===== src/sv/avkv_pkg.sv =====
package avkv_pkg;

   localparam int KEYS_DEFAULT = 3;

   // field widths
   localparam int KEY_IDX_W  = 2;
   localparam int READING_W  = 12;
   localparam int STAMP_W    = 32;
   localparam int THRESH_W   = 12;
   localparam int TIME_W     = 16;
   localparam int VEL_W      = 7;

   // csr port
   localparam int CSR_IDX_W  = 3;
   localparam int CSR_DATA_W = 16;

   localparam logic [CSR_IDX_W-1:0] CSR_HIGH_THRESHOLD    = 3'd0;
   localparam logic [CSR_IDX_W-1:0] CSR_LOW_THRESHOLD     = 3'd1;
   localparam logic [CSR_IDX_W-1:0] CSR_RELEASE_THRESHOLD = 3'd2;
   localparam logic [CSR_IDX_W-1:0] CSR_FASTEST_TIME      = 3'd3;
   localparam logic [CSR_IDX_W-1:0] CSR_SLOWEST_TIME      = 3'd4;
   localparam logic [CSR_IDX_W-1:0] CSR_MINIMUM_VELOCITY  = 3'd5;

   localparam logic [THRESH_W-1:0] HIGH_THRESHOLD_RST    = 12'd1600;
   localparam logic [THRESH_W-1:0] LOW_THRESHOLD_RST     = 12'd1200;
   localparam logic [THRESH_W-1:0] RELEASE_THRESHOLD_RST = 12'd1500;
   localparam logic [TIME_W-1:0]   FASTEST_TIME_RST      = 16'd2000;
   localparam logic [TIME_W-1:0]   SLOWEST_TIME_RST      = 16'd12000;
   localparam logic [VEL_W-1:0]    MINIMUM_VELOCITY_RST  = 7'd24;

   // velocity curve math
   localparam int NORM_W      = 20;              // 1e6 fits in 20 bits
   localparam int NUM_W       = NORM_W + TIME_W; // scaled travel time
   localparam int ROOT_W      = 10;              // root of a value below 1e6
   localparam int PROD_W      = VEL_W + ROOT_W;
   localparam int SUB_W       = NORM_W + 1;
   localparam int DIV_STEPS   = NORM_W;
   localparam int ROOT_STEPS  = NORM_W / 2;
   localparam int SCALE_STEPS = VEL_W;
   localparam int CNT_W       = $clog2(DIV_STEPS);

   localparam logic [VEL_W-1:0]  VEL_MAX     = 7'd127;
   localparam logic [NORM_W-1:0] NORM_SCALE  = 20'd1000000;
   localparam logic [ROOT_W-1:0] ROOT_SCALE  = 10'd1000;

   typedef struct packed {
      logic [THRESH_W-1:0] high_threshold;
      logic [THRESH_W-1:0] low_threshold;
      logic [THRESH_W-1:0] release_threshold;
      logic [TIME_W-1:0]   fastest_time;
      logic [TIME_W-1:0]   slowest_time;
      logic [VEL_W-1:0]    minimum_velocity;
   } cfg_type;

   typedef struct packed {
      logic               start;
      logic [STAMP_W-1:0] elapsed;
   } vel_req_type;

   typedef struct packed {
      logic             busy;
      logic [VEL_W-1:0] velocity;
   } vel_sts_type;

endpackage


===== src/sv/avkv_if.sv =====
interface avkv_req_if import avkv_pkg::*; ();
   logic                 valid;
   logic                 ready;
   logic [KEY_IDX_W-1:0] key_index;
   logic [READING_W-1:0] reading;
   logic [STAMP_W-1:0]   timestamp;

   modport source (output valid, output key_index, output reading, output timestamp,
                   input ready);
   modport sink   (input valid, input key_index, input reading, input timestamp,
                   output ready);
endinterface

interface avkv_rsp_if import avkv_pkg::*; ();
   logic                 valid;
   logic                 ready;
   logic [KEY_IDX_W-1:0] event_key;
   logic                 is_release;
   logic [VEL_W-1:0]     velocity;

   modport source (output valid, output event_key, output is_release, output velocity,
                   input ready);
   modport sink   (input valid, input event_key, input is_release, input velocity,
                   output ready);
endinterface


===== src/sv/avkv_sub_unit.sv =====
module avkv_sub_unit import avkv_pkg::*; (
   input  logic [SUB_W-1:0] a,
   input  logic [SUB_W-1:0] b,
   output logic [SUB_W-1:0] diff,
   output logic             ge
);

   logic [SUB_W:0] wide;

   assign wide = {1'b0, a} - {1'b0, b};
   assign diff = wide[SUB_W-1:0];
   assign ge   = ~wide[SUB_W];

endmodule


===== src/sv/avkv_velocity.sv =====
module avkv_velocity import avkv_pkg::*; (
   input  logic        clock,
   input  logic        reset,
   input  cfg_type     cfg,
   input  vel_req_type vel_req,
   output vel_sts_type vel_sts
);

   typedef enum logic [2:0] {
      V_IDLE, V_CHECK, V_NORM, V_DIVIDE, V_ROOT, V_SCALE, V_SHRINK
   } vstate_type;

   vstate_type          state_ff, state_in;
   logic [CNT_W-1:0]    cnt_ff, cnt_in;
   logic [STAMP_W-1:0]  elapsed_ff, elapsed_in;
   logic [TIME_W-1:0]   divisor_ff, divisor_in;
   logic [TIME_W-1:0]   rem_ff, rem_in;
   logic [NORM_W-1:0]   lo_ff, lo_in;
   logic [NORM_W-1:0]   quo_ff, quo_in;
   logic [NORM_W-1:0]   root_ff, root_in;
   logic [NORM_W-1:0]   bit_ff, bit_in;
   logic [VEL_W-1:0]    vel_ff, vel_in;

   logic [SUB_W-1:0]    sub_a, sub_b, sub_diff;
   logic                sub_ge;
   logic [TIME_W:0]     partial;
   logic [NUM_W-1:0]    num;
   logic [VEL_W-1:0]    spread;
   logic [ROOT_W-1:0]   gap;
   logic [PROD_W-1:0]   prod;

   // shared compare/subtract: divide steps, root steps and the /1000 steps
   avkv_sub_unit u_sub (
      .a    (sub_a),
      .b    (sub_b),
      .diff (sub_diff),
      .ge   (sub_ge)
   );

   assign partial = {rem_ff, lo_ff[NORM_W-1]};

   always_comb begin
      if (state_ff == V_ROOT) begin
         sub_a = SUB_W'(quo_ff);
         sub_b = SUB_W'(root_ff) + SUB_W'(bit_ff);
      end else begin
         sub_a = SUB_W'(partial);
         sub_b = SUB_W'(divisor_ff);
      end
   end

   assign num    = {{NORM_W{1'b0}}, rem_ff} * {{TIME_W{1'b0}}, NORM_SCALE};
   assign spread = VEL_MAX - cfg.minimum_velocity;
   assign gap    = ROOT_SCALE - root_ff[ROOT_W-1:0];
   assign prod   = {{ROOT_W{1'b0}}, spread} * {{VEL_W{1'b0}}, gap};

   always_comb begin
      state_in   = state_ff;
      cnt_in     = cnt_ff;
      elapsed_in = elapsed_ff;
      divisor_in = divisor_ff;
      rem_in     = rem_ff;
      lo_in      = lo_ff;
      quo_in     = quo_ff;
      root_in    = root_ff;
      bit_in     = bit_ff;
      vel_in     = vel_ff;
      case (state_ff)
         V_IDLE: begin
            if (vel_req.start) begin
               elapsed_in = vel_req.elapsed;
               state_in   = V_CHECK;
            end
         end
         V_CHECK: begin
            if (elapsed_ff <= STAMP_W'(cfg.fastest_time)) begin
               vel_in   = VEL_MAX;
               state_in = V_IDLE;
            end else if (elapsed_ff >= STAMP_W'(cfg.slowest_time)) begin
               vel_in   = cfg.minimum_velocity;
               state_in = V_IDLE;
            end else begin
               // here fastest < elapsed < slowest, so both fit 16 bits
               divisor_in = cfg.slowest_time - cfg.fastest_time;
               rem_in     = elapsed_ff[TIME_W-1:0] - cfg.fastest_time;
               state_in   = V_NORM;
            end
         end
         V_NORM: begin
            rem_in   = num[NUM_W-1:NORM_W];
            lo_in    = num[NORM_W-1:0];
            quo_in   = '0;
            cnt_in   = CNT_W'(DIV_STEPS - 1);
            state_in = V_DIVIDE;
         end
         V_DIVIDE, V_SHRINK: begin
            rem_in = sub_ge ? sub_diff[TIME_W-1:0] : partial[TIME_W-1:0];
            lo_in  = {lo_ff[NORM_W-2:0], 1'b0};
            quo_in = {quo_ff[NORM_W-2:0], sub_ge};
            cnt_in = cnt_ff - 1'b1;
            if (cnt_ff == '0) begin
               if (state_ff == V_DIVIDE) begin
                  root_in  = '0;
                  bit_in   = NORM_W'(1) << (NORM_W - 2);
                  cnt_in   = CNT_W'(ROOT_STEPS - 1);
                  state_in = V_ROOT;
               end else begin
                  vel_in   = cfg.minimum_velocity + quo_in[VEL_W-1:0];
                  state_in = V_IDLE;
               end
            end
         end
         V_ROOT: begin
            if (sub_ge) begin
               quo_in  = sub_diff[NORM_W-1:0];
               root_in = (root_ff >> 1) + bit_ff;
            end else begin
               root_in = root_ff >> 1;
            end
            bit_in = bit_ff >> 2;
            cnt_in = cnt_ff - 1'b1;
            if (cnt_ff == '0) state_in = V_SCALE;
         end
         V_SCALE: begin
            // divide (127 - min) * (1000 - root) by 1000, quotient below 128
            rem_in     = TIME_W'(prod[PROD_W-1:VEL_W]);
            lo_in      = {prod[VEL_W-1:0], {(NORM_W - VEL_W){1'b0}}};
            divisor_in = TIME_W'(ROOT_SCALE);
            quo_in     = '0;
            cnt_in     = CNT_W'(SCALE_STEPS - 1);
            state_in   = V_SHRINK;
         end
         default: state_in = V_IDLE;
      endcase
   end

   always_ff @(posedge clock) begin
      if (reset) begin
         state_ff <= V_IDLE;
      end else begin
         state_ff <= state_in;
      end
      cnt_ff     <= cnt_in;
      elapsed_ff <= elapsed_in;
      divisor_ff <= divisor_in;
      rem_ff     <= rem_in;
      lo_ff      <= lo_in;
      quo_ff     <= quo_in;
      root_ff    <= root_in;
      bit_ff     <= bit_in;
      vel_ff     <= vel_in;
   end

   assign vel_sts.busy     = (state_ff != V_IDLE);
   assign vel_sts.velocity = vel_ff;

endmodule


===== src/sv/analog_key_velocity_detector.sv =====
// Channel   Dir  Payload                              Handshake
// req_chan  in   key_index, reading, timestamp        valid/ready
// rsp_chan  out  event_key, is_release, velocity      valid/ready
// csr_*     in   csr_index, csr_wdata                 csr_we, no wait
//
// One request at a time. A request that starts no velocity lookup goes from
// S_IDLE through S_EVAL back to S_IDLE; a note-on also waits in S_VEL while
// the velocity unit clamps the travel time or, on the curve, runs the shared
// subtract unit: 20 divide steps, 10 square-root steps, 7 steps of the /1000.
// Reset is synchronous: per-key flags, FSMs, output valid and csr defaults only.
// A finished result sits in the output register; if it is still held when the
// next one is ready, the FSM waits (a note-off also holds back its key update).
module analog_key_velocity_detector import avkv_pkg::*; #(
   parameter int KEYS = KEYS_DEFAULT
) (
   input  logic                  clock,
   input  logic                  reset,
   avkv_req_if.sink              req_chan,
   avkv_rsp_if.source            rsp_chan,
   input  logic                  csr_we,
   input  logic [CSR_IDX_W-1:0]  csr_index,
   input  logic [CSR_DATA_W-1:0] csr_wdata
);

   localparam int KEY_W = (KEYS > 1) ? $clog2(KEYS) : 1;

   typedef enum logic [1:0] {S_IDLE, S_EVAL, S_VEL} state_type;

   state_type            state_ff, state_in;
   cfg_type              cfg_ff;

   // per-key state
   logic [KEYS-1:0]      seen_ff, seen_in;
   logic [KEYS-1:0]      pressed_ff, pressed_in;
   logic [KEYS-1:0]      timing_ff, timing_in;
   logic [STAMP_W-1:0]   start_time_ff [KEYS];
   logic [STAMP_W-1:0]   start_time_in [KEYS];

   // latched request
   logic [KEY_IDX_W-1:0] key_ff, key_in;
   logic [READING_W-1:0] reading_ff, reading_in;
   logic [STAMP_W-1:0]   stamp_ff, stamp_in;

   // output register
   logic                 rsp_valid_ff, rsp_valid_in;
   logic [KEY_IDX_W-1:0] rsp_key_ff, rsp_key_in;
   logic                 rsp_release_ff, rsp_release_in;
   logic [VEL_W-1:0]     rsp_vel_ff, rsp_vel_in;

   logic                 accept;
   logic                 out_free;
   logic                 key_ok;
   logic [KEY_W-1:0]     key_sel;
   vel_req_type          vel_req;
   vel_sts_type          vel_sts;

   avkv_velocity u_velocity (
      .clock   (clock),
      .reset   (reset),
      .cfg     (cfg_ff),
      .vel_req (vel_req),
      .vel_sts (vel_sts)
   );

   assign req_chan.ready = (state_ff == S_IDLE);
   assign accept         = req_chan.valid && req_chan.ready;
   assign out_free       = !rsp_valid_ff || rsp_chan.ready;

   // indexes of KEYS and above are dropped without touching per-key state
   assign key_ok  = (32'(key_ff) < 32'(KEYS));
   assign key_sel = KEY_W'(key_ff);

   // csr writes; unknown indexes are ignored
   always_ff @(posedge clock) begin
      if (reset) begin
         cfg_ff.high_threshold    <= HIGH_THRESHOLD_RST;
         cfg_ff.low_threshold     <= LOW_THRESHOLD_RST;
         cfg_ff.release_threshold <= RELEASE_THRESHOLD_RST;
         cfg_ff.fastest_time      <= FASTEST_TIME_RST;
         cfg_ff.slowest_time      <= SLOWEST_TIME_RST;
         cfg_ff.minimum_velocity  <= MINIMUM_VELOCITY_RST;
      end else if (csr_we) begin
         case (csr_index)
            CSR_HIGH_THRESHOLD:    cfg_ff.high_threshold    <= csr_wdata[THRESH_W-1:0];
            CSR_LOW_THRESHOLD:     cfg_ff.low_threshold     <= csr_wdata[THRESH_W-1:0];
            CSR_RELEASE_THRESHOLD: cfg_ff.release_threshold <= csr_wdata[THRESH_W-1:0];
            CSR_FASTEST_TIME:      cfg_ff.fastest_time      <= csr_wdata[TIME_W-1:0];
            CSR_SLOWEST_TIME:      cfg_ff.slowest_time      <= csr_wdata[TIME_W-1:0];
            CSR_MINIMUM_VELOCITY:  cfg_ff.minimum_velocity  <= csr_wdata[VEL_W-1:0];
            default: ;
         endcase
      end
   end

   always_comb begin
      state_in        = state_ff;
      seen_in         = seen_ff;
      pressed_in      = pressed_ff;
      timing_in       = timing_ff;
      start_time_in   = start_time_ff;
      key_in          = key_ff;
      reading_in      = reading_ff;
      stamp_in        = stamp_ff;
      rsp_valid_in    = rsp_valid_ff && !rsp_chan.ready;
      rsp_key_in      = rsp_key_ff;
      rsp_release_in  = rsp_release_ff;
      rsp_vel_in      = rsp_vel_ff;
      vel_req.start   = 1'b0;
      vel_req.elapsed = stamp_ff - start_time_ff[key_sel];
      case (state_ff)
         S_IDLE: begin
            if (accept) begin
               key_in     = req_chan.key_index;
               reading_in = req_chan.reading;
               stamp_in   = req_chan.timestamp;
               state_in   = S_EVAL;
            end
         end
         S_EVAL: begin
            state_in = S_IDLE;
            if (key_ok) begin
               if (!seen_ff[key_sel]) begin
                  // first reading only arms the key
                  seen_in[key_sel] = 1'b1;
               end else if (pressed_ff[key_sel]) begin
                  if (reading_ff >= cfg_ff.release_threshold) begin
                     if (out_free) begin
                        pressed_in[key_sel] = 1'b0;
                        rsp_valid_in        = 1'b1;
                        rsp_key_in          = key_ff;
                        rsp_release_in      = 1'b1;
                        rsp_vel_in          = '0;
                     end else begin
                        state_in = S_EVAL;
                     end
                  end
               end else if (timing_ff[key_sel]) begin
                  if (reading_ff < cfg_ff.low_threshold) begin
                     timing_in[key_sel]  = 1'b0;
                     pressed_in[key_sel] = 1'b1;
                     vel_req.start       = 1'b1;
                     state_in            = S_VEL;
                  end else if (reading_ff >= cfg_ff.high_threshold) begin
                     timing_in[key_sel] = 1'b0;   // travel abandoned
                  end
               end else if (reading_ff < cfg_ff.high_threshold) begin
                  timing_in[key_sel]     = 1'b1;
                  start_time_in[key_sel] = stamp_ff;
               end
            end
         end
         S_VEL: begin
            if (!vel_sts.busy && out_free) begin
               rsp_valid_in   = 1'b1;
               rsp_key_in     = key_ff;
               rsp_release_in = 1'b0;
               rsp_vel_in     = vel_sts.velocity;
               state_in       = S_IDLE;
            end
         end
         default: state_in = S_IDLE;
      endcase
   end

   always_ff @(posedge clock) begin
      if (reset) begin
         state_ff     <= S_IDLE;
         seen_ff      <= '0;
         pressed_ff   <= '0;
         timing_ff    <= '0;
         rsp_valid_ff <= 1'b0;
      end else begin
         state_ff     <= state_in;
         seen_ff      <= seen_in;
         pressed_ff   <= pressed_in;
         timing_ff    <= timing_in;
         rsp_valid_ff <= rsp_valid_in;
      end
      start_time_ff  <= start_time_in;
      key_ff         <= key_in;
      reading_ff     <= reading_in;
      stamp_ff       <= stamp_in;
      rsp_key_ff     <= rsp_key_in;
      rsp_release_ff <= rsp_release_in;
      rsp_vel_ff     <= rsp_vel_in;
   end

   assign rsp_chan.valid      = rsp_valid_ff;
   assign rsp_chan.event_key  = rsp_key_ff;
   assign rsp_chan.is_release = rsp_release_ff;
   assign rsp_chan.velocity   = rsp_vel_ff;

`ifndef SYNTHESIS
   // velocity unit is never running while a new request can come in
   a_idle_engine: assert property (@(posedge clock) disable iff (reset)
      req_chan.ready |-> !vel_sts.busy)
      else $error("velocity unit busy while ready");

   a_press_or_time: assert property (@(posedge clock) disable iff (reset)
      (pressed_ff & timing_ff) == '0)
      else $error("key both pressed and timing");

   a_armed_first: assert property (@(posedge clock) disable iff (reset)
      ((pressed_ff | timing_ff) & ~seen_ff) == '0)
      else $error("key active before first reading");

   a_accept_eval: assert property (@(posedge clock) disable iff (reset)
      accept |=> state_ff == S_EVAL)
      else $error("accepted request not evaluated");

   a_release_zero: assert property (@(posedge clock) disable iff (reset)
      rsp_valid_ff && rsp_release_ff |-> rsp_vel_ff == '0)
      else $error("release with nonzero velocity");
`endif

endmodule


===== src/flat_wrapper.sv =====
// flat-port wrapper written by rule: the top's interface ports become plain ports
module analog_key_velocity_detector_flat import avkv_pkg::*;
#(
   parameter int KEYS = KEYS_DEFAULT
)
  (clock, reset, csr_we, csr_index, csr_wdata, req_chan_valid, req_chan_key_index, req_chan_reading, req_chan_timestamp, req_chan_ready, rsp_chan_valid, rsp_chan_event_key, rsp_chan_is_release, rsp_chan_velocity, rsp_chan_ready);
  avkv_req_if req_chan_i ();
  avkv_rsp_if rsp_chan_i ();
  input  logic clock;
  input  logic reset;
  input  logic csr_we;
  input  logic [CSR_IDX_W-1:0] csr_index;
  input  logic [CSR_DATA_W-1:0] csr_wdata;
  input wire logic [$bits(req_chan_i.valid)-1:0] req_chan_valid;
  input wire logic [$bits(req_chan_i.key_index)-1:0] req_chan_key_index;
  input wire logic [$bits(req_chan_i.reading)-1:0] req_chan_reading;
  input wire logic [$bits(req_chan_i.timestamp)-1:0] req_chan_timestamp;
  output wire logic [$bits(req_chan_i.ready)-1:0] req_chan_ready;
  output wire logic [$bits(rsp_chan_i.valid)-1:0] rsp_chan_valid;
  output wire logic [$bits(rsp_chan_i.event_key)-1:0] rsp_chan_event_key;
  output wire logic [$bits(rsp_chan_i.is_release)-1:0] rsp_chan_is_release;
  output wire logic [$bits(rsp_chan_i.velocity)-1:0] rsp_chan_velocity;
  input wire logic [$bits(rsp_chan_i.ready)-1:0] rsp_chan_ready;
  assign req_chan_i.valid = req_chan_valid;
  assign req_chan_i.key_index = req_chan_key_index;
  assign req_chan_i.reading = req_chan_reading;
  assign req_chan_i.timestamp = req_chan_timestamp;
  assign req_chan_ready = req_chan_i.ready;
  assign rsp_chan_valid = rsp_chan_i.valid;
  assign rsp_chan_event_key = rsp_chan_i.event_key;
  assign rsp_chan_is_release = rsp_chan_i.is_release;
  assign rsp_chan_velocity = rsp_chan_i.velocity;
  assign rsp_chan_i.ready = rsp_chan_ready;
  analog_key_velocity_detector #(.KEYS(KEYS)) u_core (.clock(clock), .reset(reset), .req_chan(req_chan_i), .rsp_chan(rsp_chan_i), .csr_we(csr_we), .csr_index(csr_index), .csr_wdata(csr_wdata));
endmodule

===== config.mk =====
export PLATFORM = sky130hd
export DESIGN_NAME = analog_key_velocity_detector_flat
export DESIGN_NICKNAME = d
export VERILOG_FILES = /design/src/sv/avkv_pkg.sv /design/src/sv/avkv_if.sv /design/src/sv/avkv_sub_unit.sv /design/src/sv/avkv_velocity.sv /design/src/sv/analog_key_velocity_detector.sv /design/src/flat_wrapper.sv
export SDC_FILE = /design/constraint.sdc
export NUM_CORES = 1
export LEC_CHECK = 0
export BUFFER_PORTS_ARGS = -buffer_cell sky130_fd_sc_hd__buf_2
export CAP_MARGIN = 0
export CORE_UTILIZATION = 50
export DETAILED_ROUTE_END_ITERATION = 6
export PLACE_DENSITY = 0.66
export SYNTH_ARGS = -nofsm -noshare
export SYNTH_HDL_FRONTEND = slang
export SYNTH_SLANG_ARGS = --single-unit

===== constraint.sdc =====
create_clock -name clock -period 10.77 [get_ports clock]
set_input_delay 2.6925 -clock clock [delete_from_list [all_inputs] [get_ports clock]]
set_output_delay 2.6925 -clock clock [all_outputs]
set_load 0.01 [all_outputs]

==> metrics.yaml, run 1 <==
status: "finished clean"
cts-hold-fix-buffers: 0
cts_tree: "built"
synth_area_leaders: "edfxtp_1 (32%), ha_1 (14%), fa_1 (7.3%)"
grtUsageTotal: 0.242
die_h_um: 234
period_share: 0.602
synthTopCellsByCount: "ha_1 (306), edfxtp_1 (292), nand2_1 (262)"
cts.clk_slew.worst_paths_ns: 0.07
finalPower_uw: 3470
yosysMostFrequentCell: "ha_1"
dp_hpwl_um: 50000
skew_ns: 0.0272
place.port_buffers: 81
max_stage_delay_ns: 0.60
cellPowerDensity_nw_per_um2: 118
critPathLaunch: "u_core.u_velocity.root_ff[0]$_SDFFCE_PN0P_"
dieArea_sq_um: 54900
report.final.slew_viol_count: 0
post-route-drc-count: 0
synthCells: 2690
rsz0062_at_grt: "no"
ys_ff_latch: 382
crit_family: "adder cells"
antenna_found_initial: 1
vdd_drop_max_uv: 136
postRouteAntennaNets: 0
syn_area_per_cell_sq_um: 10.0
ioPinCount: 82
num-nets-final: 3224
cts-root-buf: "clkbuf_16"
first_global_vias: 19900
die_w_um: 234
numCtsBuffers: 43
antennaDiodeCount: 0
p_leak_uw: 0.0124
start_util: 0.510
yosysWarnings: 0
cts_buffer_depth: 3
gp_congestion: 0.934
clkLatencyLatePin_ns: 0.59
critPathLaunchType: "flop"
finalSetupViolations: 0
crit_required_ns: 11.07
area_growth_syn_to_layout_pct: 9.15
totalWireLength_um: 65300
path_max_fanout: 7
synth_edf_count: 292
fin_crit_ns: 6.48
synth_area_sq_um: 27000
crit_top_cell: "fa_1"
ys.flop_type: "edfxtp_1"
crit_path_cell_trace: "inv_1 -> ha_1 -> nand2b_1 -> a21oi_1 -> nor2b_1 -> xor2_1 -> nor2_1 -> fa_1 -> fa_1 -> fa_1 -> inv_1 -> fa_1 -> inv_1 -> ha_1 -> o41ai_1 -> o21ai_0 -> o41ai_1 -> xnor2_1 -> a21oi_1 -> o2111ai_1 -> o21bai_1"
drt-vias-per-instance: 5.70
fmax_mhz: 154
floorplan.core_area_sq_um: 53000
drt_first_pass_iters: 6
critPathCaptureType: "flop"
post-cts-setup-buffer-count: 0
worstPathArrival_ns: 6.78
synth_seq_area_share: 0.392
slowest_stage: "o41ai_1"
synth-async-reset-ratio: 0
syn-num-nets: 3165
cts_resized: 0
nFillCells: 4660
fin_tns_setup_ns: 0
drt_iter0_drc: 1214
critPathKind: "reg -> reg"
worst_pin_slew_ns: 1.09
max_cap_violations: 0
grt-ovfl-total: 0
post-synth-top-area-cell: "edfxtp_1"
rows: 84
drive_gt1_frac: 0.0747
timing.rr.start: "u_core.u_velocity.root_ff[0]$_SDFFCE_PN0P_"
synth_top_cell_area_share: 0.325
final_hold_viol_count: 0
slew_headroom: 0.272
vias: 19800
wl_per_cell_um: 18.8
grt_max_degree: 92
htree_levels: 2
grt_pass1_wl_um: 105000
crit_buf_inv: 3
synth_cell_type_count: 73
min-delay-start: "u_core.cfg_ff[70]$_SDFFE_PP0P_"
holdCritPathClass: "reg -> reg"
cts.sinks: 382
## sequential cells by signal, indices dropped and copies added, names as in the netlist, named ones only
| signal | count |
|---|---|
| u_core.u_velocity.bit_ff | 10 |
| u_core.start_time_ff | 96 |
| u_core.u_velocity.quo_ff | 20 |
| u_core.u_velocity.state_ff | 3 |
| u_core.u_velocity.vel_ff | 7 |
| u_core.u_velocity.cnt_ff | 5 |
| u_core.rsp_chan.valid | 1 |
| u_core.key_ff | 2 |
| u_core.u_velocity.divisor_ff | 16 |
| u_core.cfg_ff | 75 |
| u_core.seen_ff | 3 |
| u_core.stamp_ff | 32 |
| u_core.u_velocity.lo_ff | 14 |
| u_core.rsp_chan.velocity | 7 |
| u_core.u_velocity.root_ff | 20 |
| u_core.state_ff | 2 |
| u_core.reading_ff | 12 |
| u_core.u_velocity.elapsed_ff | 32 |
| u_core.rsp_chan.event_key | 2 |
| u_core.u_velocity.rem_ff | 16 |
| u_core.rsp_chan.is_release | 1 |
## worst paths after layout
| check | end | slack (ns) | depth (start not counted) |
|---|---|---|---|
| setup / recovery | u_core.u_velocity.rem_ff[6]$_DFFE_PP_ | 4.29 | 21 |
| hold / removal | u_core.cfg_ff[70]$_SDFFE_PP0P_ | 0.45 | 2 |
| hold reg to reg | u_core.cfg_ff[70]$_SDFFE_PP0P_ | 0.45 | 2 |
| setup reg to reg | u_core.u_velocity.rem_ff[6]$_DFFE_PP_ | 4.29 | 21 |
## kinds of logic after synthesis
kind of cell    count (synthesis)  synth area share
fa+ha+maj                     405             0.215
simple gates                  746             0.126
mux                            63            0.0236
xor+xnor                      154            0.0500
flops                         382             0.392
compound gates                621             0.148
buf+inv                       319            0.0456
## layout by cell type, fill, tap and decap left out, types with 58 or more instances in the layout
cell type    n
xor2_1      58
edfxtp_1   292
fa_1        99
ha_1       306
nand2_1    262
o21ai_0    107
a21oi_1    206
buf_2       81
nor2_1     226
xnor2_1     96
dfxtp_1     90
inv_1      232
mux2i_1     58
## layer usage
metal	wire length [um]	global-route usage
met1	28500	0.312
met2	32600	0.426
met3	2820	0.0336
met4	1320	0.0603
met5	11	0
## tightest hold or removal path, stage by stage, from the launching register on
cell     delay [ns]
dfxtp_1        0.31
nand2_1        0.05
a21oi_1        0.05
## power breakdown
group,total (uW),switching [uW],internal [uW]
clock,1450,632,817
sequential,1640,21.6,1620
combinational,378,219,158
total,3470,873,2590
## area by class of cell
class / instances / area [sq um] / share of cell area
Timing Repair Buffer: 100 / 548 / 0.0186
Sequential cell: 382 / 10600 / 0.359
Clock inverter: 24 / 204 / 0.00692
Tap cell: 688 / 861 / 0.0292
Inverter: 233 / 875 / 0.0297
Multi-Input combinational cell: 1989 / 15200 / 0.517
Clock buffer: 56 / 1190 / 0.0403
## through the flow
stage / worst slack [ns] / std cells / instance area (sq um) / hold slack [ns] / util
after global routing: 3.82 / 3472 / 29500 / 0.471 / 0.556
after detailed placement: 4.39 / 3392 / 28100 / 0.445 / 0.530
after global placement: 4.60 / 3392 / 28100 / 0.437 / 0.530
final: 4.29 / 3472 / 29500 / 0.452 / 0.556
after CTS: 4.32 / 3472 / 29500 / 0.456 / 0.556
after floorplan: 5.02 / 2690 / 27000 / 0.421 / -
No activity file was read; power rests on OpenSTA's default activity.
==> run 2, diff against run 1 <==
--- a/config.mk
+++ b/config.mk
@@ -5,11 +5,12 @@
 export SDC_FILE = /design/constraint.sdc
 export NUM_CORES = 1
 export LEC_CHECK = 0
+export ABC_AREA = 1
 export BUFFER_PORTS_ARGS = -buffer_cell sky130_fd_sc_hd__buf_2
 export CAP_MARGIN = 0
 export CORE_UTILIZATION = 50
 export DETAILED_ROUTE_END_ITERATION = 6
-export PLACE_DENSITY = 0.66
+export PLACE_DENSITY = 0.69
 export SYNTH_ARGS = -nofsm -noshare
 export SYNTH_HDL_FRONTEND = slang
 export SYNTH_SLANG_ARGS = --single-unit
==> constraint.sdc (replaced) <==
create_clock -name clock -period 5.6 [get_ports clock]
set_input_delay 1.4 -clock clock [delete_from_list [all_inputs] [get_ports clock]]
set_output_delay 1.4 -clock clock [all_outputs]
set_load 0.01 [all_outputs]
==> run 2 against run 1 <==
Effect of this change: largest cell class unchanged; utilization grew 0.53 points; largest power group unchanged; synthesized cell count grew 22%; global-route usage grew 1.6 points; clock-buffer cell count shrank 2; critical path depth shrank 2; maximum frequency grew 21%; worst setup slack lost 4.0 ns; routed wire length grew 12%; sequential share of layout area shrank 1.9 points; first-iteration DRC count grew 32%; die area grew 4.3%; power grew 100%.
==> metrics.yaml, run 2 <==
status: "finished clean"
critPathKind: "reg -> reg"
regToRegSetupSlack_ns: 0.25  # -4.04 ns
synth-async-reset-ratio: 0  # unchanged
post-synth-top-area-cell: "edfxtp_1"
slew_headroom: 0.245  # -0.0273
critPathCaptureType: "flop"
p_sw_uw: 1900  # +120%
p_int_uw: 5160  # +99%
synth_edf_count: 292  # unchanged
crit_required_ns: 5.93  # -5.14 ns
cts-hold-fix-buffers: 0  # unchanged
antennaDiodeCount: 0  # unchanged
ys.flop_type: "edfxtp_1"
syn_area_per_cell_sq_um: 8.62  # -14%
stdcell_area_sq_um: 31100  # +5.6%
num-nets-final: 3854  # +20%
report.final.slew_viol_count: 0  # unchanged
area_growth_syn_to_layout_pct: 10.5
drt_iter0_drc: 1606  # +32%
ys_ff_latch: 382  # unchanged
synth_top_cell_area_share: 0.311  # -0.0135
skew_ns: 0.0135  # -0.0137 ns
r2r_end: "u_core.u_velocity.rem_ff[8]$_DFFE_PP_"
final_hold_viol_count: 0  # unchanged
clkLatencyLatePin_ns: 0.59  # about the same
grt-ovfl-total: 0  # unchanged
numCtsBuffers: 44  # +2.3%
worst_pin_slew_ns: 1.13  # +0.0393 ns
r2r_cells: 19  # -9.5%
max_cap_violations: 0  # unchanged
vias: 22800  # +15%
synth_area_sq_um: 28200  # +4.3%
vdd_drop_max_uv: 268  # +96%
worstPathArrival_ns: 5.68  # -1.10 ns
synthCells: 3269  # +22%
placed_cell_area_sq_um: 29600  # +5.4%
grtUsageTotal: 0.258  # +0.0160
cts_buffer_depth: 3  # unchanged
p_leak_uw: 0.0142  # +14%
whs_ns: 0.460  # +0.00795 ns
seqPwrFrac: 0.449  # -0.024
critPathCapture: "u_core.u_velocity.rem_ff[8]$_DFFE_PP_"
yosysMostFrequentCell: "nand2_1"
synth_seq_area_share: 0.375  # -0.0163
drt-vias-per-instance: 5.48  # -3.8%
path_max_fanout: 5  # -2
period_share: 0.955  # +0.353
critPathLaunch: "u_core.u_velocity.rem_ff[3]$_DFFE_PP_"
grt_pass1_wl_um: 116000  # +11%
stdcell_count: 4162  # +20%
fin_crit_ns: 5.35  # -1.13 ns
place.port_buffers: 81  # unchanged
rows: 86  # +2.4%
synth_area_leaders: "edfxtp_1 (31%), ha_1 (14%), nand2_1 (7.6%)"
die_h_um: 239  # +2.1%
p_sw_frac: 0.269  # +0.0175
reg_top3: "u_core.start_time_ff x96, u_core.cfg_ff x75"
power_frac_comb: 0.136  # +0.027
nFillCells: 5180  # +11%
cellPowerDensity_nw_per_um2: 227  # +93%
antenna_found_initial: 0  # -1
fmax_mhz: 187  # +21%
numPlacedInstances: 4079  # +20%
die_w_um: 239  # +2.1%
critPathLaunchType: "flop"
grt_max_degree: 76  # -17%
holdCritPathClass: "reg -> reg"
timing.rr.start: "u_core.u_velocity.rem_ff[3]$_DFFE_PP_"
syn-num-nets: 3744  # +18%
largest_reg_flops: 96  # unchanged
fin_util: 0.562  # +0.00526
cts-root-buf: "clkbuf_16"
dp_hpwl_um: 56500  # +13%
final_common_cell: "nand2_1"
cts.clk_slew.worst_paths_ns: 0.07  # about the same
cts_tree: "built"
yosysWarnings: 0  # unchanged
drt_first_pass_iters: 6  # unchanged
post-route-drc-count: 0  # unchanged
drive_gt1_frac: 0.0811  # +0.00642
synth_cell_type_count: 58  # -21%
cts.sinks: 382  # unchanged
ioPinCount: 82  # unchanged
final_cell_mix: "nand2_1 (567), inv_1 (440), ha_1 (304)"
regMostFlops: "u_core.start_time_ff"
synthTopCellsByCount: "nand2_1 (567), inv_1 (443), ha_1 (306)"
start_util: 0.508  # -0.00135
htree_levels: 2  # unchanged
wl_per_cell_um: 17.5  # -6.8%
floorplan.core_area_sq_um: 55400  # +4.6%
dieArea_sq_um: 57300  # +4.3%
finalPower_uw: 7070  # +100%
finalSetupViolations: 0  # unchanged
gp_congestion: 0.940  # +0.62%
postRouteAntennaNets: 0  # unchanged
totalWireLength_um: 72900  # +12%
first_global_vias: 21600  # +8.6%
p_clk_frac: 0.416  # -0.002
[run 2: cell count changes after synthesis, moves of 27 or more]
cell | previous run | this run
nor2_1 | 229 | 278
and2_1 | 33 | 3
mux2i_1 | 58 | 2
inv_1 | 232 | 443
o21a_1 | 29 | 2
xnor2_1 | 96 | 35
o21ai_0 | 107 | 234
a21oi_1 | 206 | 305
nand2b_1 | 32 | 0
nor2b_1 | 32 | 0
nand2_1 | 262 | 567
nand3_1 | 36 | 174
[run 2: worst min-delay path by stage]
stage | start | end | slack, ns | cells past startpoint
2_1_floorplan | u_core.key_ff[1]$_DFFE_PP_ | u_core.rsp_chan.event_key[1]$_DFFE_PP_ | 0.43 | 0
3_3_place_gp | u_core.key_ff[1]$_DFFE_PP_ | u_core.rsp_chan.event_key[1]$_DFFE_PP_ | 0.44 | 0
3_5_place_dp | u_core.key_ff[1]$_DFFE_PP_ | u_core.rsp_chan.event_key[1]$_DFFE_PP_ | 0.44 | 0
4_1_cts | u_core.cfg_ff[71]$_SDFFE_PP0P_ | u_core.cfg_ff[71]$_SDFFE_PP0P_ | 0.46 | 2
5_1_grt | u_core.cfg_ff[67]$_SDFFE_PP0P_ | u_core.cfg_ff[67]$_SDFFE_PP0P_ | 0.48 | 2
6_report | u_core.cfg_ff[54]$_SDFFE_PP0P_ | u_core.cfg_ff[54]$_SDFFE_PP0P_ | 0.46 | 2
[run 2: per-layer routing]
layer / routed length [um] / vias to the layer above / part of all wire / track usage
met5: 0 / - / 0 / 0
met4: 1630 / 0 / 0.022 / 0.0703
met3: 4310 / 101 / 0.059 / 0.0365
met2: 33300 / 697 / 0.46 / 0.416
met1: 33700 / 10700 / 0.46 / 0.363
li1: - / 11300 / - / -
[run 2: cell type report]
cell class | instances | area, sq um | area share
multi-input combinational | 2359 | 15600 | 0.503
inverter | 462 | 1730 | 0.0557
sequential | 382 | 10600 | 0.340
clock buffer | 54 | 1160 | 0.0373
clock inverter | 27 | 308 | 0.00989
timing repair buffer | 130 | 773 | 0.0248
tap | 748 | 936 | 0.0301
[run 2: logic make-up (layout without fill, tap and decap cells)]
family,after synthesis,in the layout,synth area share
buffers and inverters,528,673,0.0720
muxes,2,2,0.000711
adders and majority gates,405,405,0.206
and+or+nand+nor,1140,1140,0.173
AOI/OAI and AO/OA,715,715,0.143
DFF,382,382,0.375
xor gates and xnor gates,97,97,0.0302
[run 2: worst max-delay path: stages, from the launching register on]
cell	delay [ns]
edfxtp_1	0.34
inv_1	0.13
fa_1	0.56
inv_1	0.05
fa_1	0.51
fa_1	0.58
fa_1	0.43
ha_1	0.29
inv_1	0.05
fa_1	0.51
inv_1	0.05
ha_1	0.35
a21o_1	0.22
nand2_1	0.06
nand2_1	0.06
a21oi_1	0.25
nand3_1	0.13
or2_2	0.29
nand3_1	0.11
nand4_1	0.10
[run 2: what timing repair did]
action	4_1_cts	5_1_grt
endpoints found under the hold margin	0	0
buffers inserted	0	2
endpoints found under the setup margin	0	10
gates resized for setup	0	14
[run 2: through the flow]
step                setup TNS (ns)  setup WS [ns]
floorplan                        0          0.565
global placement                 0          0.183
detailed placement               0          0.113
CTS                              0          0.118
global route               -0.0144        -0.0144
finish                           0          0.251
[run 2: power by group through the flow]
stage               registers, uW  logic [uW]  clock network (uW)
finish                       3170         958                2940
global route                 3180        1080                3090
CTS                          3170         943                2990
detailed placement           3230         935                   0
global placement             3230         933                   0
floorplan                    3210         667                   0
==> run 3, diff against run 2 <==
--- a/config.mk
+++ b/config.mk
@@ -8,9 +8,9 @@
 export ABC_AREA = 1
 export BUFFER_PORTS_ARGS = -buffer_cell sky130_fd_sc_hd__buf_2
 export CAP_MARGIN = 0
-export CORE_UTILIZATION = 50
+export CORE_UTILIZATION = 35
 export DETAILED_ROUTE_END_ITERATION = 6
-export PLACE_DENSITY = 0.69
 export SYNTH_ARGS = -nofsm -noshare
 export SYNTH_HDL_FRONTEND = slang
 export SYNTH_SLANG_ARGS = --single-unit
+export TNS_END_PERCENT = 20
==> constraint.sdc (replaced) <==
create_clock -name clock -period 4.5 [get_ports clock]
set_input_delay 1.125 -clock clock [delete_from_list [all_inputs] [get_ports clock]]
set_output_delay 1.125 -clock clock [all_outputs]
set_load 0.01 [all_outputs]
==> run 3 against run 2 <==
Effect of this change: the run now ends with negative setup slack left; clock power up 27%; first-iteration DRC count decreased by 0.62%; non-clock buffer count increased by 228; clock-buffer cell count up 1; die area rose by 42%; sequential power increased by 24%; sequential share of layout area down 3.2 points; via count is 3.7% higher; hold slack worse by 0.0097 ns; largest power group unchanged.
==> metrics.yaml, run 3 (synthesized netlist as in run 2, its figures left out) <==
critPathCaptureType: "flop"
dr_wl_met2_um: 36500  # +9.5%
area_growth_syn_to_layout_pct: 22.1
vdd_drop_max_uv: 366  # +37%
wl_met3_um: 3920  # -8.9%
crit_required_ns: 4.83  # -1.10 ns
p_int_uw: 6650  # +29%
first_global_vias: 22600  # +4.7%
max_cap_violations: 0  # unchanged
drive_gt1_frac: 0.185  # +0.104
p_clk_frac: 0.409  # -0.007
fmax_mhz: 202  # +7.8%
final_cell_mix: "nand2_1 (541), inv_1 (419), edfxtp_1 (292)"
vias: 23700  # +3.7%
antennaDiodeCount: 0  # unchanged
floorplan.core_area_sq_um: 79300  # +43%
place.port_buffers: 81  # unchanged
clkLatencyLatePin_ns: 0.60  # about the same
dp_hpwl_um: 61300  # +8.6%
slew_headroom: 0.345  # +0.101
final_common_cell: "nand2_1"
fin_crit_ns: 4.96  # -0.389 ns
die_w_um: 286  # +19%
grt_max_degree: 50  # -34%
finalPower_uw: 9140  # +29%
critPathLaunchType: "flop"
cts.clk_slew.worst_paths_ns: 0.06  # about the same
dieArea_sq_um: 81600  # +42%
status: "finished with violations"
violations: "negative setup slack"
pre_cts_ws_ns: -0.579  # -0.692 ns
gp_congestion: 0.894  # -4.8%
p_sw_frac: 0.272  # +0.00249
totalWireLength_um: 78800  # +8.0%
reg_top3: "u_core.start_time_ff x96, u_core.cfg_ff x75"
rsz0062_at_grt: "yes"
cts-root-buf: "clkbuf_16"
largest_reg_flops: 96  # unchanged
highest_layer: "met4"
worst_pin_slew_ns: 0.982  # -0.149 ns
drt_iter0_drc: 1596  # -0.62%
seqPwrFrac: 0.431  # -0.018
slowest_stage: "fa_1"
worstPathArrival_ns: 5.29  # -0.39 ns
grt-ovfl-total: 0  # unchanged
drt_first_pass_iters: 5  # -1
num-nets-final: 4082  # +5.9%
cts_buffer_depth: 3  # unchanged
fin_util: 0.434  # -0.128
finalSetupViolations: 19  # +19
critPathKind: "reg -> reg"
wl_met1_um: 36700  # +9.1%
max_stage_delay_ns: 0.55  # -0.03 ns
drt-vias-per-instance: 5.04  # -8.0%
regMostFlops: "u_core.start_time_ff"
postRouteAntennaNets: 0  # unchanged
antenna_found_initial: 1  # +1
period_share: 1.10  # +0.147
nFillCells: 7783  # +50%
crit_path_cell_trace: "buf_6 -> fa_2 -> fa_1 -> fa_1 -> fa_1 -> ha_1 -> inv_1 -> fa_1 -> inv_2 -> ha_4 -> buf_6 -> nand2_4 -> nor2_4 -> buf_6 -> a21oi_4 -> buf_6 -> o211ai_1 -> a21oi_1 -> o21ai_1 -> nand3_1"
grtUsageTotal: 0.190  # -0.0683
rows: 103  # +20%
p_leak_uw: 0.0154  # +8.9%
holdCritPathClass: "reg -> reg"
report.final.slew_viol_count: 0  # unchanged
grt_pass1_wl_um: 123000  # +6.2%
cellPowerDensity_nw_per_um2: 266  # +17%
htree_levels: 2  # unchanged
final_hold_viol_count: 0  # unchanged
post-route-drc-count: 0  # unchanged
power_frac_comb: 0.160  # +0.024
worst_slack_ns: -0.459  # -0.711 ns
die_h_um: 286  # +19%
path_max_fanout: 4  # -1
cts.sinks: 382  # unchanged
cts_tree: "built"
p_sw_uw: 2480  # +31%
skew_ns: 0.0233  # +0.00979 ns
ioPinCount: 82  # unchanged
start_util: 0.355  # -0.153
wl_per_cell_um: 16.8  # -4.2%
numCtsBuffers: 44  # unchanged
==> run 3: cell count changes in the layout (fill, tap and decap cells not counted), sizes merged <==
cell / before / now
inv: 467 / 464
clkbuf: 54 / 55
buf: 130 / 358
clkinvlp: 4 / 0
clkinv: 14 / 19
==> run 3: final timing paths <==
path | startpoint | endpoint | slack [ns] | cells past startpoint
setup / recovery | u_core.u_velocity.rem_ff[1]$_DFFE_PP_ | u_core.u_velocity.rem_ff[11]$_DFFE_PP_ | -0.46 | 20
hold / removal | u_core.key_ff[1]$_DFFE_PP_ | u_core.rsp_chan.event_key[1]$_DFFE_PP_ | 0.45 | 0
setup reg to reg | u_core.u_velocity.rem_ff[1]$_DFFE_PP_ | u_core.u_velocity.rem_ff[11]$_DFFE_PP_ | -0.46 | 20
hold reg to reg | u_core.key_ff[1]$_DFFE_PP_ | u_core.rsp_chan.event_key[1]$_DFFE_PP_ | 0.45 | 0
==> run 3: layout make-up <==
| type | instances | area [sq um] | area share |
|---|---|---|---|
| Multi-Input combinational cell | 2359 | 16700 | 0.485 |
| Clock buffer | 55 | 1210 | 0.0353 |
| Tap cell | 1050 | 1310 | 0.0382 |
| Inverter | 462 | 1740 | 0.0505 |
| Clock inverter | 25 | 292 | 0.00847 |
| Sequential cell | 382 | 10600 | 0.307 |
| Timing Repair Buffer | 358 | 2610 | 0.0758 |
==> run 3: power by group through the flow <==
| stage | combinational, uW | sequential [uW] | clock [uW] |
|---|---|---|---|
| floorplan | 872 | 4000 | 0 |
| global placement | 1290 | 4010 | 0 |
| detailed placement | 1300 | 4020 | 0 |
| CTS | 1330 | 3940 | 3820 |
| global route | 1630 | 3950 | 3950 |
| finish | 1460 | 3940 | 3730 |
==> run 3: timing repair <==
action | CTS | global route
endpoints found under the setup margin | 44 | 65
gates resized for setup | 70 | 133
hold buffers | 0 | 0
setup buffers | 19 | 14
pin swaps | 47 | 87
==> run 3: metal layers <==
| metal | up-vias | GRT usage |
|---|---|---|
| met5 | - | 0 |
| met4 | 0 | 0.0426 |
| met3 | 103 | 0.0286 |
| met2 | 528 | 0.312 |
| met1 | 11200 | 0.263 |
| li1 | 11800 | - |
==> run 3: worst max-delay path, delay by kind of cell (launching register included) <==
kind / cells / cell delay [ns]
compound gates: 4 / 0.43
fa+ha+maj: 7 / 3.00
buf+inv: 6 / 0.57
flops: 1 / 0.42
simple gates: 3 / 0.25
==> run 3: stage by stage <==
stage / cell area [sq um] / TNS, ns / instances / hold WS (ns)
3_5_place_dp: 31800 / -8.96 / 4580 / 0.443
2_1_floorplan: 28500 / -2.03 / 3269 / 0.426
3_3_place_gp: 31800 / -7.61 / 4580 / 0.434
4_1_cts: 33700 / -6.79 / 4679 / 0.455
6_report: 34400 / -5.99 / 4691 / 0.450
5_1_grt: 34400 / -9.45 / 4691 / 0.465
